<file path="src/hw/rtl/dbs_pkg.sv">
// Shared types and constants for the debounced button scanner.
// Used by the controller, the datapath and the top level; no dependencies.
`default_nettype none

package dbs_pkg;

    // Number of contacts carried in the level and fault fields.
    localparam int LINE_N = 5;
    // Width of the scan position, start pointer and active count.
    localparam int SCAN_W = 3;
    // Width of the configuration write data (widest register).
    localparam int CFG_W = 5;
    // Width of the configuration register index.
    localparam int CFG_AW = 2;
    // Stream payload widths, padded to whole bytes.
    localparam int S_DATA_W = 16;
    localparam int M_DATA_W = 8;

    // Configuration register indexes.
    typedef enum logic [CFG_AW-1:0] {
        REG_ACTIVE_SOURCES    = 2'd0,
        REG_ENABLE_MASK       = 2'd1,
        REG_CENTRE_ACTIVE_LOW = 2'd2,
        REG_DIRECTION_MAP     = 2'd3
    } cfg_reg_t;

    // Commands from the controller to the datapath.
    typedef struct packed {
        logic load;   // capture the accepted request and set up the scan
        logic seed;   // copy current pressed state into the debounce state
        logic step;   // debounce one contact of the scan
        logic push;   // move the result into the output register
    } dbs_cmd_t;

    // Status from the datapath to the controller.
    typedef struct packed {
        logic hit;       // the contact of this step shows a confirmed press
        logic last;      // this step visits the last contact of the scan
        logic out_free;  // the output register can take a result now
    } dbs_status_t;

endpackage : dbs_pkg

`default_nettype wire

</file>
<file path="src/hw/rtl/dbs_ctrl.sv">
// Sequencing controller for the debounced button scanner.
// Depends on dbs_pkg for the command and status structs.
`default_nettype none

module dbs_ctrl
    import dbs_pkg::*;
(
    input  wire logic        clk,
    input  wire logic        rst_n,
    input  wire logic        s_tvalid,
    input  wire logic        s_kind,
    output logic             s_tready,
    input  dbs_status_t      stat,
    output dbs_cmd_t         cmd
);

    typedef enum logic [3:0] {
        ST_IDLE   = 4'b0001,
        ST_SEED   = 4'b0010,
        ST_SCAN   = 4'b0100,
        ST_FINISH = 4'b1000
    } state_t;

    state_t state_reg;
    state_t state_next;

    always_ff @(posedge clk or negedge rst_n)
    begin
        if (!rst_n)
        begin
            state_reg <= ST_IDLE;
        end
        else
        begin
            state_reg <= state_next;
        end
    end

    always_comb
    begin
        state_next = state_reg;
        cmd        = '0;
        s_tready   = 1'b0;
        unique case (state_reg)
            ST_IDLE:
            begin
                s_tready = 1'b1;
                if (s_tvalid)
                begin
                    cmd.load   = 1'b1;
                    state_next = s_kind ? ST_SEED : ST_SCAN;
                end
            end
            ST_SEED:
            begin
                cmd.seed   = 1'b1;
                state_next = ST_FINISH;
            end
            ST_SCAN:
            begin
                cmd.step = 1'b1;
                if (stat.hit || stat.last)
                begin
                    state_next = ST_FINISH;
                end
            end
            ST_FINISH:
            begin
                if (stat.out_free)
                begin
                    cmd.push   = 1'b1;
                    state_next = ST_IDLE;
                end
            end
            default:
            begin
                state_next = ST_IDLE;
            end
        endcase
    end

endmodule : dbs_ctrl

`default_nettype wire

</file>
<file path="src/hw/rtl/dbs_datapath.sv">
// Datapath of the debounced button scanner: configuration registers,
// per-contact debounce state, scan pointers and the output register.
// Depends on dbs_pkg for widths, register indexes and the control structs.
`default_nettype none

module dbs_datapath
    import dbs_pkg::*;
#(
    parameter int NUM_SOURCES   = 5,
    parameter int AGREE_SAMPLES = 3
)
(
    input  wire logic                clk,
    input  wire logic                rst_n,
    input  wire logic                cfg_we,
    input  wire logic [CFG_AW-1:0]   cfg_addr,
    input  wire logic [CFG_W-1:0]    cfg_wdata,
    input  wire logic                in_kind,
    input  wire logic [LINE_N-1:0]   in_levels,
    input  wire logic [LINE_N-1:0]   in_fault,
    input  dbs_cmd_t                 cmd,
    output dbs_status_t              stat,
    output logic                     m_tvalid,
    input  wire logic                m_tready,
    output logic [M_DATA_W-1:0]      m_tdata
);

    // Contacts beyond the field width never change state, so only the
    // first few carry storage.
    localparam int STORE_N = (NUM_SOURCES < LINE_N) ? NUM_SOURCES : LINE_N;
    localparam int STORE_W = (STORE_N > 1) ? $clog2(STORE_N) : 1;
    localparam int AGR_W   = $clog2(AGREE_SAMPLES + 1);
    localparam logic [AGR_W-1:0]  AGR_FULL = AGR_W'(AGREE_SAMPLES);
    localparam logic [AGR_W-1:0]  AGR_ONE  = AGR_W'(1);
    localparam logic [SCAN_W-1:0] CNT_CAP  =
        (NUM_SOURCES > 7) ? SCAN_W'(7) : SCAN_W'(NUM_SOURCES);

    // Remainder of a narrow value by a count of at least one.
    function automatic logic [SCAN_W-1:0] wrap_mod(
        input logic [SCAN_W-1:0] val,
        input logic [SCAN_W-1:0] cnt
    );
        logic [SCAN_W-1:0] r;
        r = val;
        for (int k = 0; k < 7; k++)
        begin
            if (r >= cnt)
            begin
                r = r - cnt;
            end
        end
        return r;
    endfunction

    // A bit of a contact field; contacts past the field read as zero.
    function automatic logic line_bit(
        input logic [LINE_N-1:0] word,
        input logic [SCAN_W-1:0] idx
    );
        logic b;
        b = 1'b0;
        if (32'(idx) < LINE_N)
        begin
            b = word[idx];
        end
        return b;
    endfunction

    // Configuration registers.
    logic [SCAN_W-1:0] active_reg;
    logic [LINE_N-1:0] enable_reg;
    logic              cal_reg;
    logic [LINE_N-1:0] dir_map_reg;

    // Debounce state.
    logic [STORE_N-1:0] stable_reg,    stable_next;
    logic [STORE_N-1:0] cand_reg,      cand_next;
    logic [AGR_W-1:0]   agree_reg      [STORE_N];
    logic [AGR_W-1:0]   agree_next     [STORE_N];
    logic [SCAN_W-1:0]  start_reg,     start_next;

    // Captured request and scan position.
    logic [LINE_N-1:0]  levels_reg,    levels_next;
    logic [LINE_N-1:0]  fault_reg,     fault_next;
    logic [SCAN_W-1:0]  pos_reg,       pos_next;
    logic [SCAN_W-1:0]  visit_reg,     visit_next;

    // Pending result and output register.
    logic               ev_valid_reg,  ev_valid_next;
    logic               ev_dir_reg,    ev_dir_next;
    logic [SCAN_W-1:0]  ev_src_reg,    ev_src_next;
    logic               out_valid_reg, out_valid_next;
    logic [M_DATA_W-1:0] out_data_reg, out_data_next;

    logic [SCAN_W-1:0]  count;
    logic [SCAN_W-1:0]  pos_inc;
    logic               pos_live;
    logic [STORE_W-1:0] sidx;
    logic               now_pressed;
    logic [AGR_W-1:0]   agree_cur;
    logic [AGR_W-1:0]   agree_inc;
    logic               hit;

    always_ff @(posedge clk or negedge rst_n)
    begin
        if (!rst_n)
        begin
            active_reg  <= SCAN_W'(1);
            enable_reg  <= '0;
            cal_reg     <= 1'b0;
            dir_map_reg <= LINE_N'(24);
        end
        else if (cfg_we)
        begin
            unique case (cfg_reg_t'(cfg_addr))
                REG_ACTIVE_SOURCES:    active_reg  <= cfg_wdata[SCAN_W-1:0];
                REG_ENABLE_MASK:       enable_reg  <= cfg_wdata[LINE_N-1:0];
                REG_CENTRE_ACTIVE_LOW: cal_reg     <= cfg_wdata[0];
                REG_DIRECTION_MAP:     dir_map_reg <= cfg_wdata[LINE_N-1:0];
                default:               ;
            endcase
        end
    end

    always_comb
    begin
        if (active_reg == '0)
        begin
            count = SCAN_W'(1);
        end
        else if (active_reg > CNT_CAP)
        begin
            count = CNT_CAP;
        end
        else
        begin
            count = active_reg;
        end
    end

    // One contact per step: the shared sample-and-settle logic.
    always_comb
    begin
        pos_inc     = (pos_reg + SCAN_W'(1) == count) ? '0 : pos_reg + SCAN_W'(1);
        pos_live    = (32'(pos_reg) < STORE_N) && line_bit(enable_reg, pos_reg);
        sidx        = pos_live ? pos_reg[STORE_W-1:0] : '0;
        now_pressed = !line_bit(fault_reg, pos_reg) &&
                      (line_bit(levels_reg, pos_reg) ^ (cal_reg && pos_reg == '0));
        agree_cur   = agree_reg[sidx];
        agree_inc   = (agree_cur < AGR_FULL) ? agree_cur + AGR_ONE : agree_cur;
        hit         = pos_live && now_pressed == cand_reg[sidx] &&
                      agree_inc >= AGR_FULL && now_pressed != stable_reg[sidx] &&
                      now_pressed;
    end

    assign stat.hit      = cmd.step && hit;
    assign stat.last     = (visit_reg + SCAN_W'(1) == count);
    assign stat.out_free = !out_valid_reg || m_tready;

    always_comb
    begin
        stable_next    = stable_reg;
        cand_next      = cand_reg;
        agree_next     = agree_reg;
        start_next     = start_reg;
        levels_next    = levels_reg;
        fault_next     = fault_reg;
        pos_next       = pos_reg;
        visit_next     = visit_reg;
        ev_valid_next  = ev_valid_reg;
        ev_dir_next    = ev_dir_reg;
        ev_src_next    = ev_src_reg;
        out_valid_next = out_valid_reg;
        out_data_next  = out_data_reg;

        if (out_valid_reg && m_tready)
        begin
            out_valid_next = 1'b0;
        end

        if (cmd.load)
        begin
            levels_next   = in_levels;
            fault_next    = in_fault;
            pos_next      = wrap_mod(start_reg, count);
            visit_next    = '0;
            ev_valid_next = 1'b0;
            ev_dir_next   = 1'b0;
            ev_src_next   = '0;
        end

        if (cmd.seed)
        begin
            for (int k = 0; k < STORE_N; k++)
            begin
                if (k < 32'(count) && enable_reg[k])
                begin
                    stable_next[k] = !fault_reg[k] &&
                                     (levels_reg[k] ^ (cal_reg && k == 0));
                    cand_next[k]   = stable_next[k];
                    agree_next[k]  = AGR_FULL;
                end
            end
        end

        if (cmd.step)
        begin
            if (pos_live)
            begin
                if (now_pressed != cand_reg[sidx])
                begin
                    cand_next[sidx]  = now_pressed;
                    agree_next[sidx] = AGR_ONE;
                end
                else
                begin
                    agree_next[sidx] = agree_inc;
                    // A confirmed level, press or release, becomes the
                    // stable one.
                    if (agree_inc >= AGR_FULL)
                    begin
                        stable_next[sidx] = now_pressed;
                    end
                end
            end
            if (hit)
            begin
                ev_valid_next = 1'b1;
                ev_dir_next   = line_bit(dir_map_reg, pos_reg);
                ev_src_next   = pos_reg;
                start_next    = pos_inc;
            end
            pos_next   = pos_inc;
            visit_next = visit_reg + SCAN_W'(1);
        end

        if (cmd.push)
        begin
            out_valid_next = 1'b1;
            out_data_next  = M_DATA_W'({ev_src_reg, ev_dir_reg, ev_valid_reg});
        end
    end

    always_ff @(posedge clk or negedge rst_n)
    begin
        if (!rst_n)
        begin
            stable_reg    <= '0;
            cand_reg      <= '0;
            for (int k = 0; k < STORE_N; k++)
            begin
                agree_reg[k] <= '0;
            end
            start_reg     <= '0;
            out_valid_reg <= 1'b0;
        end
        else
        begin
            stable_reg    <= stable_next;
            cand_reg      <= cand_next;
            agree_reg     <= agree_next;
            start_reg     <= start_next;
            out_valid_reg <= out_valid_next;
        end
    end

    always_ff @(posedge clk)
    begin
        levels_reg   <= levels_next;
        fault_reg    <= fault_next;
        pos_reg      <= pos_next;
        visit_reg    <= visit_next;
        ev_valid_reg <= ev_valid_next;
        ev_dir_reg   <= ev_dir_next;
        ev_src_reg   <= ev_src_next;
        out_data_reg <= out_data_next;
    end

    assign m_tvalid = out_valid_reg;
    assign m_tdata  = out_data_reg;

    // The request kind is decoded by the controller; the datapath only
    // needs the levels and faults.
    logic unused_kind;
    assign unused_kind = in_kind;

endmodule : dbs_datapath

`default_nettype wire

</file>
<file path="src/hw/rtl/debounced_button_scanner.sv">
// Top level of the debounced button scanner.
// Instantiates dbs_ctrl and dbs_datapath; depends on dbs_pkg.
`default_nettype none

// The scanner debounces up to five push contacts and reports at most one
// confirmed press per poll request. Each input request carries the sampled
// pin levels (s_tdata[4:0]), a read-fault mask (s_tdata[9:5]) and a kind bit
// on s_tuser: 0 is a poll, 1 seeds the debounce state from the current levels
// so that contacts already held at start-up do not report. A poll visits the
// active contacts round-robin from a rotating start position, one contact per
// clock through a single sample-and-settle unit, and stops at the first
// contact whose agreement counter confirms a release-to-press edge; the next
// poll then starts just past that contact. Every request yields exactly one
// result on m_tdata: valid flag, direction (from direction_map) and contact
// index, with direction and index zero when no press was found. The block
// accepts a new request as soon as the previous one is finished, even while
// its result still sits unclaimed in the output register; it only stalls
// when a second result has nowhere to go. Configuration is written through
// cfg_we, cfg_addr and cfg_wdata; the user must write it only while no
// request is in flight, as the block itself does not enforce this.

module debounced_button_scanner
    import dbs_pkg::*;
#(
    parameter int NUM_SOURCES   = 5,
    parameter int AGREE_SAMPLES = 3
)
(
    input  wire logic                 clk,
    input  wire logic                 rst_n,
    // Configuration write port.
    input  wire logic                 cfg_we,
    input  wire logic [CFG_AW-1:0]    cfg_addr,
    input  wire logic [CFG_W-1:0]     cfg_wdata,
    // Request stream.
    input  wire logic                 s_tvalid,
    output logic                      s_tready,
    input  wire logic [S_DATA_W-1:0]  s_tdata,   // raw_levels[4:0], read_fault[9:5]
    input  wire logic                 s_tuser,   // kind
    // Result stream.
    output logic                      m_tvalid,
    input  wire logic                 m_tready,
    output logic [M_DATA_W-1:0]       m_tdata    // event_valid[0], event_dir[1],
                                                 // event_source[4:2]
);

    dbs_cmd_t    cmd;
    dbs_status_t stat;

    // Padding bits of the request payload carry nothing.
    logic [S_DATA_W-2*LINE_N-1:0] unused_pad;
    assign unused_pad = s_tdata[S_DATA_W-1:2*LINE_N];

    dbs_ctrl u_ctrl (
        .clk      (clk),
        .rst_n    (rst_n),
        .s_tvalid (s_tvalid),
        .s_kind   (s_tuser),
        .s_tready (s_tready),
        .stat     (stat),
        .cmd      (cmd)
    );

    dbs_datapath #(
        .NUM_SOURCES   (NUM_SOURCES),
        .AGREE_SAMPLES (AGREE_SAMPLES)
    ) u_datapath (
        .clk       (clk),
        .rst_n     (rst_n),
        .cfg_we    (cfg_we),
        .cfg_addr  (cfg_addr),
        .cfg_wdata (cfg_wdata),
        .in_kind   (s_tuser),
        .in_levels (s_tdata[LINE_N-1:0]),
        .in_fault  (s_tdata[2*LINE_N-1:LINE_N]),
        .cmd       (cmd),
        .stat      (stat),
        .m_tvalid  (m_tvalid),
        .m_tready  (m_tready),
        .m_tdata   (m_tdata)
    );

endmodule : debounced_button_scanner

`default_nettype wire
</file>
<file path="config.mk">
export PLATFORM = sky130hd
export DESIGN_NAME = debounced_button_scanner
export DESIGN_NICKNAME = d
export VERILOG_FILES = /design/src/hw/rtl/dbs_pkg.sv /design/src/hw/rtl/dbs_ctrl.sv /design/src/hw/rtl/dbs_datapath.sv /design/src/hw/rtl/debounced_button_scanner.sv
export SDC_FILE = /design/constraint.sdc
export NUM_CORES = 1
export LEC_CHECK = 0
export BUFFER_PORTS_ARGS = -buffer_cell sky130_fd_sc_hd__buf_2
export CORE_ASPECT_RATIO = 2
export CORE_UTILIZATION = 52
export CTS_CLUSTER_DIAMETER = 200
export DETAILED_ROUTE_END_ITERATION = 16
export PLACE_DENSITY = 0.78
export REMOVE_ABC_BUFFERS = 1
export SYNTH_ARGS = -nofsm -noshare
export SYNTH_HDL_FRONTEND = slang
export SYNTH_SLANG_ARGS = --single-unit
</file>
<file path="constraint.sdc">
create_clock -name clk -period 15.1 [get_ports clk]
set_input_delay 2.265 -clock clk [delete_from_list [all_inputs] [get_ports clk]]
set_output_delay 2.265 -clock clk [all_outputs]
set_load 0.01 [all_outputs]
</file>
# After elaboration in Yosys (flattened, before gate mapping)

Index checks and enable logic that the tools add are counted.

Memory bits (read-only): 0
RAM bits: 0
Bits in latches: 0
Memories kept: 0
Bits in registers: 68
Input bits: 29
Logic and storage cells: 214

Shift operators: 0
$add $sub $neg: 10
Equal/unequal tests: 15
Muxes and demuxes: 99
Div/mod/pow operators: 0
$mul: 0
Order comparisons: 21
Reduce and logical (&&, ||, !) cells: 41
Bitwise gates (word level): 6

Operators by type and width:

| cell                                                | number |
|---|---|
| 2-to-1 mux 3 bit                                    | 25 |
| 2-to-1 mux 5 bit                                    | 9 |
| 2-to-1 mux 10 bit                                   | 4 |
| 2-to-1 mux 1 bit                                    | 36 |
| greater-or-equal comparator 3 bit                   | 7 |
| logical AND 1 bit                                   | 21 |
| subtractor 3 bit                                    | 7 |
| binary-select mux 1 bit (select 3 bit)              | 6 |
| 2-to-1 mux 2 bit                                    | 9 |
| one-hot mux 4 bit (4 select lines)                  | 1 |
| 2-to-1 mux 4 bit                                    | 3 |
| bitwise mux 10 bit                                  | 1 |
| bitwise mux 5 bit                                   | 2 |
| AND reduction 2 bit                                 | 5 |
| < comparator 3 x 4 -> 1 bit (second input constant) | 2 |
| logical NOT 1 bit                                   | 7 |
| adder 3 x 1 -> 3 bit (second input constant)        | 2 |
| binary-select mux 2 bit (select 3 bit)              | 1 |
| demux 2 bit (select 3 bit)                          | 1 |
| == test 3 bit                                       | 2 |
| logical NOT 3 bit                                   | 2 |
| < comparator 1 x 3 -> 1 bit (first input constant)  | 2 |
| < comparator 2 x 3 -> 1 bit (first input constant)  | 2 |
| AND 5 bit                                           | 1 |
| 28 further kinds                                    | 34 |

# Depth between registers and ports, before layout

Gate-level depths: netlist of the first run.

Word-level depth: 25
Gate-level depth with buffers: 50
Mapped depth without buffers: 50

# Cells and area by module

From an unflattened synthesis of the first run, not the netlist that was laid out.

Cells, all modules: 469
Area total of the unflattened synthesis: 4650.7 um^2

Modules (own cells, without submodules):

| module       | sequential area each (um^2) | cells an instance | area an instance (um^2) | times used |
|---|---|---|---|---|
| dbs_datapath | 1685.4                      | 447               | 4415.5                  | 1 |
| dbs_ctrl     | 101.3                       | 22                | 235.2                   | 1 |

# Worst setup path after synthesis of the first run

OpenSTA, ideal clock, no wires.

Path type: register -> register
From: register u_datapath.active_reg[1]
To: register u_datapath.pos_reg[0], data pin
Arrival time: 9.375 ns
Cell stages (with the launch flop): 45
Library setup time: 0.254 ns
Setup slack: 5.471 ns
Buffers on the path: 0
Clock period less this slack: 9.629 ns
Cell sequence: dfrtp_1 xnor2_1 nor2_1 inv_2 ha_1 inv_1 fa_1 a311oi_1 ha_1 a21o_1 a21oi_2 mux2_4 inv_1 ha_1 nor2_1 o221ai_1 a31oi_1 a311oi_4 [9 not listed] o31ai_2 o31ai_2 ha_1 inv_1 nand2_1 a21o_1 a21o_1 nand2_1 o21ai_0 a31o_2 a41oi_2 ha_1 o21ai_0 nand2b_1 a21o_1 nor2_1 o21ai_0 o21a_1

Cells in the longest elaborated chain, start to end: 25
Elaborated cells on any way between the ends: 35
Those cells by class: 7 x add/sub; 8 x order compare; 1 x eq/ne; 18 x mux; 1 x reduce/logical

RTL lines:

| what                                                                  | RTL line                               | source |
|---|---|---|
| from (decl)                                                           | dbs_datapath.sv:70                     | `logic [SCAN_W-1:0] active_reg;` |
| from (signal assigned)                                                | dbs_datapath.sv:116                    | `REG_ACTIVE_SOURCES: active_reg <= cfg_wdata[SCAN_W-1:0];` |
| > comparator 3 bit                                                    | dbs_datapath.sv:131                    | `else if (active_reg > CNT_CAP)` |
| 2-to-1 mux 3 bit                                                      | dbs_datapath.sv:131                    |  |
| 2-to-1 mux 3 bit *                                                    | dbs_datapath.sv:127                    | `if (active_reg == '0)` |
| subtractor 3 bit or greater-or-equal comparator 3 bit (tied branches) | dbs_datapath.sv:49, dbs_datapath.sv:47 |  |
| 2-to-1 mux 3 bit                                                      | dbs_datapath.sv:47                     | `if (r >= cnt)` |
| 2-to-1 mux 3 bit                                                      | dbs_datapath.sv:181                    | `if (cmd.load)` |
| subtractor 3 bit or greater-or-equal comparator 3 bit (tied branches) | dbs_datapath.sv:49, dbs_datapath.sv:47 |  |
| 2-to-1 mux 3 bit                                                      | dbs_datapath.sv:47                     |  |
| [10 not listed]                                                       | n/a                                    |  |
| subtractor 3 bit or greater-or-equal comparator 3 bit (tied branches) | dbs_datapath.sv:49, dbs_datapath.sv:47 |  |
| 2-to-1 mux 3 bit                                                      | dbs_datapath.sv:47                     |  |
| 2-to-1 mux 3 bit                                                      | dbs_datapath.sv:181                    |  |
| subtractor 3 bit or greater-or-equal comparator 3 bit (tied branches) | dbs_datapath.sv:49, dbs_datapath.sv:47 |  |
| 2-to-1 mux 3 bit                                                      | dbs_datapath.sv:47                     |  |
| 2-to-1 mux 3 bit                                                      | dbs_datapath.sv:181                    |  |
| 2-to-1 mux 3 bit *                                                    | dbs_datapath.sv:206                    | `if (cmd.step)` |
| via u_datapath.pos_next[0]                                            | dbs_datapath.sv:85                     | `logic [SCAN_W-1:0] pos_reg, pos_next;` |
| to (signal assigned)                                                  | dbs_datapath.sv:271                    | `pos_reg <= pos_next;` |
| to (decl)                                                             | dbs_datapath.sv:85                     |  |

The timed path passes the listed nets; every way through them passes the cells marked *. The select of a mux whose other input is x is not followed.
A chain may end at the register's enable or synchronous reset.

# Worst setup path in the final report of the first run

From: register u_datapath.active_reg[2]
To: register u_datapath.pos_reg[0], data pin

Same word-level chain as after synthesis.

==> results of run 1 <==
-- routing by layer --
metal	wire length (um)	track usage, %
met5	0	0
met4	687	18.4
met2	6750	48.4
met3	506	4.15
met1	4070	26.0
-- per-stage QoR --
stage,utilization [%],worst slack (ns),area (um2),std cells
6_report,59.3,3.69,5340,620
5_1_grt,59.3,2.90,5340,620
4_1_cts,59.3,3.75,5340,620
3_5_place_dp,56.0,3.82,5050,605
3_3_place_gp,56.0,3.98,5050,605
2_1_floorplan,-,5.36,4750,471
-- layout make-up --
cell class / instances / area share (%)
clock buffer: 13 / 4.87
clock inverter: 2 / 0.632
timing repair buffer: 32 / 3.14
tap: 102 / 2.39
sequential: 68 / 33.4
inverter: 26 / 1.83
multi-input combinational: 377 / 53.7
-- worst paths after layout --
kind,depth (start not counted),endpoint,startpoint
setup / recovery,44,u_datapath.pos_reg[0]$_DFFE_PP_,u_datapath.active_reg[2]$_DFFE_PN0P_
hold / removal,0,u_datapath.m_tdata[0]$_DFFE_PP_,u_datapath.ev_valid_reg$_DFF_P_
setup reg to reg,44,u_datapath.pos_reg[0]$_DFFE_PP_,u_datapath.active_reg[2]$_DFFE_PN0P_
hold reg to reg,0,u_datapath.m_tdata[0]$_DFFE_PP_,u_datapath.ev_valid_reg$_DFF_P_
max in group asynchronous,1,u_datapath.enable_reg[1]$_DFFE_PN0P_,rst_n
min in group asynchronous,1,u_ctrl.state_reg[2]$_DFFE_PN0P_,rst_n
-- cell usage in the layout (no fill, tap or decap), types with 12 or more instances in the layout --
cell      synthesis  final
nand2_1          42     42
dfrtp_1          38     38
nor2_1           37     37
a21oi_1          31     31
buf_2             4     29
o21ai_0          26     26
inv_1            23     23
mux2_2           21     21
edfxtp_1         21     21
ha_1             20     20
nand3_1          17     17
mux2i_1          17     17
xnor2_1          12     12
-- kinds of logic (layout without fill, tap and decap cells) --
logic type,Yosys count,count (layout),synth area share [%]
fa+ha+maj,27,27,8.07
compound gates,133,133,20.7
flops,68,68,36.9
simple gates,156,156,16.9
mux,43,43,10.5
xor+xnor,15,15,2.87
other cells,1,3,0.0775
buf+inv,44,73,3.91
==> impl_results.md, run 1 <==
* Status: completed
* Clock root buffer master: clkbuf_16
* Shortest period the worst path allows at 11.41 ns
* CP required at 15.18 ns
* Cts hold-fix bufs at 0
* Post-synthesis sequential area ratio at 36.9%
* Total core area at 0.00901 mm2
* Aggregate routed wire length at 12000 um
* P&R area growth vs syn at 10.4%
* Post-synth top area share at 19.7%
* Synth Flop Type: dfrtp_1
* Synth async-reset ratio at 61.8%
* DIE AREA at 0.00972 mm2
* Post-cts resize count at 0
* WS Path Type: reg -> reg
* # IOs at 39
* Count leader, synth: nand2_1
* Initial drt markers at 253
* Worst R2R Setup Slack at 3.69 ns
* H-tree Lvls at 3
* Post-synthesis cell count at 487
* TritonRoute pass-1 iters at 5
* Initial antenna violation count at 0
* Total gr overflow at 0
* Crit share post-route at 75.5%
* FF/Latch Area at 0.00179 mm2
* RePlAce Congestion at 0.936
* Tightest Hold Check Type: reg -> reg
* RSZ-0062 raised after global routing: no
* Die height at 138 um
* Post-CTS setup buffers at 0
* Final setup fails at 0
* Via count at 3998
* Initial Util at 53.7%
* Leading post-synthesis cells by cell area: dfrtp_1 (20%), edfxtp_1 (13%), ha_1 (5.2%), mux2_2 (4.9%), mux2i_1 (3.5%)
* Largest net degree at the start of global routing at 43
* Hold Violations, Final at 0
* Mean Syn Cell Area at 9.93 um2
* DR DRC count at 0
* Via density at 6.45
* Pins Over Slew Limit at 0
* CP dominant cell by count: ha_1
* Area of the multi-input gates at 0.00287 mm2
* N_diodes at 0
* Fill cells at 759
* Crit-path max FO at 12
* Commonest cells in the netlist: nand2_1 (42), dfrtp_1 (38), nor2_1 (37)
* HPWL after DPL at 9070 um
* Number of flops mapped to enable cells by yosys at 21
* Num rows at 49
* Number of synthesized register bits at 68
* Crit path DAT at 11.49 ns
* Synth warn at 0
* First-pass GRT wire length at 20000 um
* Worst Skew at 0.00683 ns
* Area leader, netlist: dfrtp_1
* Die width at 70.2 um
* Clock Sinks at 68
* Max stage delay on crit path at 0.57 ns
* Total GRT Usage at 26.3%
* Relative slew margins at 27.8%
* Hold slack at 0.431 ns
* WL/cell at 19.4 um
* Worst slew pin tran at 1.07 ns
* Antenna Nets Post-Route at 0
* Crit path capture type: register
* # nets final at 570
* Clock latency at the later pin of the worst-skew pair at 0.33 ns
* Max Fclk at 87.7 MHz
* Number of max-cap violations at 0
* Flip-flop count of the largest register after layout at 10
* Share of cells above drive strength 1 at 20.7%
* Fin Setup TNS at 0 ns
* Worst Path Buf+Inv at 4
* Family with the most delay on the worst path: compound AO/OA/AOI/OAI gates
* Distinct cells, synth at 84
* Clock buffer depth at 2
* IO Port Bufs at 29
* CTS clock-pin slew for the worst setup and hold paths at 0.05 ns
* Vias in the first global route at 4265
* CTS tree: yes
* Synth Cell Area at 0.00484 mm2
* Crit path max-delay cell type: ha_1
* Worst setup SP type: register
* Total CTS buffers at 9
Power of run 1 is not shown: default switching activity piles up to over one toggle a cycle in this logic, so the estimate is an artifact.
==> run 2: changes to the inputs <==
==> constraint.sdc (replaced) <==
create_clock -name clk -period 11.8 [get_ports clk]
set_input_delay 1.77 -clock clk [delete_from_list [all_inputs] [get_ports clk]]
set_output_delay 1.77 -clock clk [all_outputs]
set_load 0.01 [all_outputs]
==> run 2 against run 1 <==
Effect of this change:
- clock-buffer cell count unchanged
- die area stayed put
- via count down 1.6%
- worst hold slack got worse by 0.0044 ns
- register-to-register slack lost 2.9 ns
- first-iteration DRC count grew 25%
- critical path depth did not move
- flip-flop and latch count did not move
- cell count is 0.65% higher
- setup slack worse by 2.9 ns
- sequential share of layout area rose by 0.10 points
- core utilization fell by 0.14 points
- critical path type unchanged
- critical endpoint unchanged
- largest cell class unchanged
==> impl_results.md, run 2 (same netlist as run 1, synthesis figures left out) <==
* Status: completed
* Worst slew pin tran at 1.10 ns (+0.0290 ns)
* Max Fclk at 91.0 MHz (+3.8%)
* Total GRT Usage at 26.0% (-0.31 points)
* Setup WS pre-CTS at 0.623 ns (-3.20 ns)
* Total CTS buffers at 9 (unchanged)
* CTS clock-pin slew for the worst setup and hold paths at 0.05 ns (about the same)
* Aggregate routed wire length at 11900 um (-1.2%)
* Initial drt markers at 315 (+25%)
* # nets final at 573 (+0.53%)
* HPWL after DPL at 9020 um (-0.53%)
* Fill cells at 771 (+1.6%)
* WL/cell at 19.0 um (-1.9%)
* Clock root buffer master: clkbuf_16
* CP required at 11.89 ns (-3.29 ns)
* Largest net degree at the start of global routing at 43 (unchanged)
* Total gr overflow at 0 (unchanged)
* Worst Skew at 0.00377 ns (-0.00306 ns)
* H-tree Lvls at 3 (unchanged)
* DIE AREA at 0.00972 mm2 (unchanged)
* Clock buffer depth at 2 (unchanged)
* Fin Setup TNS at 0 ns (unchanged)
* Initial antenna violation count at 0 (unchanged)
* Final setup fails at 0 (unchanged)
* N_diodes at 0 (unchanged)
* Number of max-cap violations at 0 (unchanged)
* Placed insts at 608 (+0.50%)
* TritonRoute pass-1 iters at 6 (+1)
* Max stage delay on crit path at 0.59 ns (+0.02 ns)
* Commonest non-fill, non-tap cell in the layout: nand2_1
* Family with the most delay on the worst path: compound AO/OA/AOI/OAI gates
* RSZ-0062 raised after global routing: no
* Share of cells above drive strength 1 at 21.3% (+0.61 points)
* Post-CTS setup buffers at 0 (unchanged)
* Num rows at 49 (unchanged)
* Shortest period the worst path allows at 10.99 ns (-0.423 ns)
* Via density at 6.31 (-2.2%)
* P&R area growth vs syn at 10.2%
* Relative slew margins at 25.9% (-1.9 points)
* Die width at 70.2 um (unchanged)
* Crit path max-delay cell type: a2111oi_0
* Final WS setup at 0.815 ns (-2.88 ns)
* Hold Violations, Final at 0 (unchanged)
* # IOs at 39 (unchanged)
* Crit path capture type: register
* Highest-count cells in the layout ignoring fill and taps: nand2_1 (42), nor2_1 (37), dfrtp_1 (37), a21oi_1 (30), buf_2 (29)
* First-pass GRT wire length at 19700 um (-2.0%)
* WS Path Type: reg -> reg
* CP dominant cell by count: ha_1
* Clock Sinks at 68 (unchanged)
* IO Port Bufs at 29 (unchanged)
* Antenna Nets Post-Route at 0 (unchanged)
* Clock latency at the later pin of the worst-skew pair at 0.33 ns (about the same)
* CTS tree: yes
* Crit-path max FO at 12 (unchanged)
* Worst setup SP type: register
* Cts hold-fix bufs at 0 (unchanged)
* Die height at 138 um (unchanged)
* Initial Util at 53.7% (unchanged)
* Post-cts resize count at 0 (unchanged)
* Worst Path Buf+Inv at 3 (-1)
* Total core area at 0.00901 mm2 (unchanged)
* Finished Layout Cells at 624 (+0.65%)
* Pins Over Slew Limit at 0 (unchanged)
* Crit share post-route at 93.1% (+18 points)
* DR DRC count at 0 (unchanged)
* RePlAce Congestion at 0.930 (-0.65%)
* Vias in the first global route at 4141 (-2.9%)
* Crit path DAT at 11.07 ns (-0.42 ns)
* Flip-flop count of the largest register after layout at 10 (unchanged)
* Via count at 3936 (-1.6%)
* Tightest Hold Check Type: reg -> reg
-- run 2: changes by cell type in the layout (fill, tap and decap cells not counted), sizes merged --
cell	change
clkinv	+2
buf	+3
bufinv	-1
-- run 2: final cells by class --
class	count	area (um2)	area share, %
multi-input cells	377	2870	53.9
flip-flops and latches	68	1790	33.5
clock buffers	13	240	4.51
repair buffers	35	190	3.57
well taps	102	128	2.39
inverters	26	97.6	1.83
clock inverters	3	13.8	0.258
-- run 2: worst reg2reg max path: cells and delay by family (launching register included) --
kind	cells	cell delay [ns]
AOI/OAI and AO/OA	21	4.86
xor gates and xnor gates	1	0.23
adders and majority gates	7	2.29
buffers and inverters	3	0.33
DFF	1	0.50
muxes	3	1.16
and+or+nand+nor	9	1.39
-- run 2: per-layer routing --
metal / routed length [um] / vias to the layer above / part of all wire, % / GRT usage [%]
met5: 0 / - / 0 / 0
met4: 617 / 0 / 5.2 / 17.4
met3: 401 / 43 / 3.4 / 5.10
met2: 6780 / 100 / 57 / 48.1
met1: 4070 / 1933 / 34 / 25.2
li1: - / 1860 / - / -
-- run 2: path summary, 6_finish.rpt --
| kind | slack [ns] | cells after the start | start | end |
|---|---|---|---|---|
| worst max-delay path | 0.81 | 44 | u_datapath.active_reg[2]$_DFFE_PN0P_ | u_datapath.pos_reg[0]$_DFFE_PP_ |
| worst min-delay path | 0.43 | 0 | u_datapath.ev_src_reg[2]$_DFF_P_ | u_datapath.m_tdata[4]$_DFFE_PP_ |
| worst max register to register | 0.81 | 44 | u_datapath.active_reg[2]$_DFFE_PN0P_ | u_datapath.pos_reg[0]$_DFFE_PP_ |
| worst min register to register | 0.43 | 0 | u_datapath.ev_src_reg[2]$_DFF_P_ | u_datapath.m_tdata[4]$_DFFE_PP_ |
| max in group asynchronous | 9.53 | 1 | rst_n | u_datapath.active_reg[2]$_DFFE_PN0P_ |
| min in group asynchronous | 1.59 | 1 | rst_n | u_ctrl.state_reg[2]$_DFFE_PN0P_ |
-- run 2: through the flow --
step,cell area [um2],util [%],hold WS [ns]
2_1_floorplan,4750,-,0.408
5_1_grt,5330,59.1,0.436
3_5_place_dp,5070,56.3,0.418
3_3_place_gp,5070,56.3,0.414
6_report,5330,59.1,0.426
4_1_cts,5330,59.1,0.430
Power of run 2 is left out for the same reason.
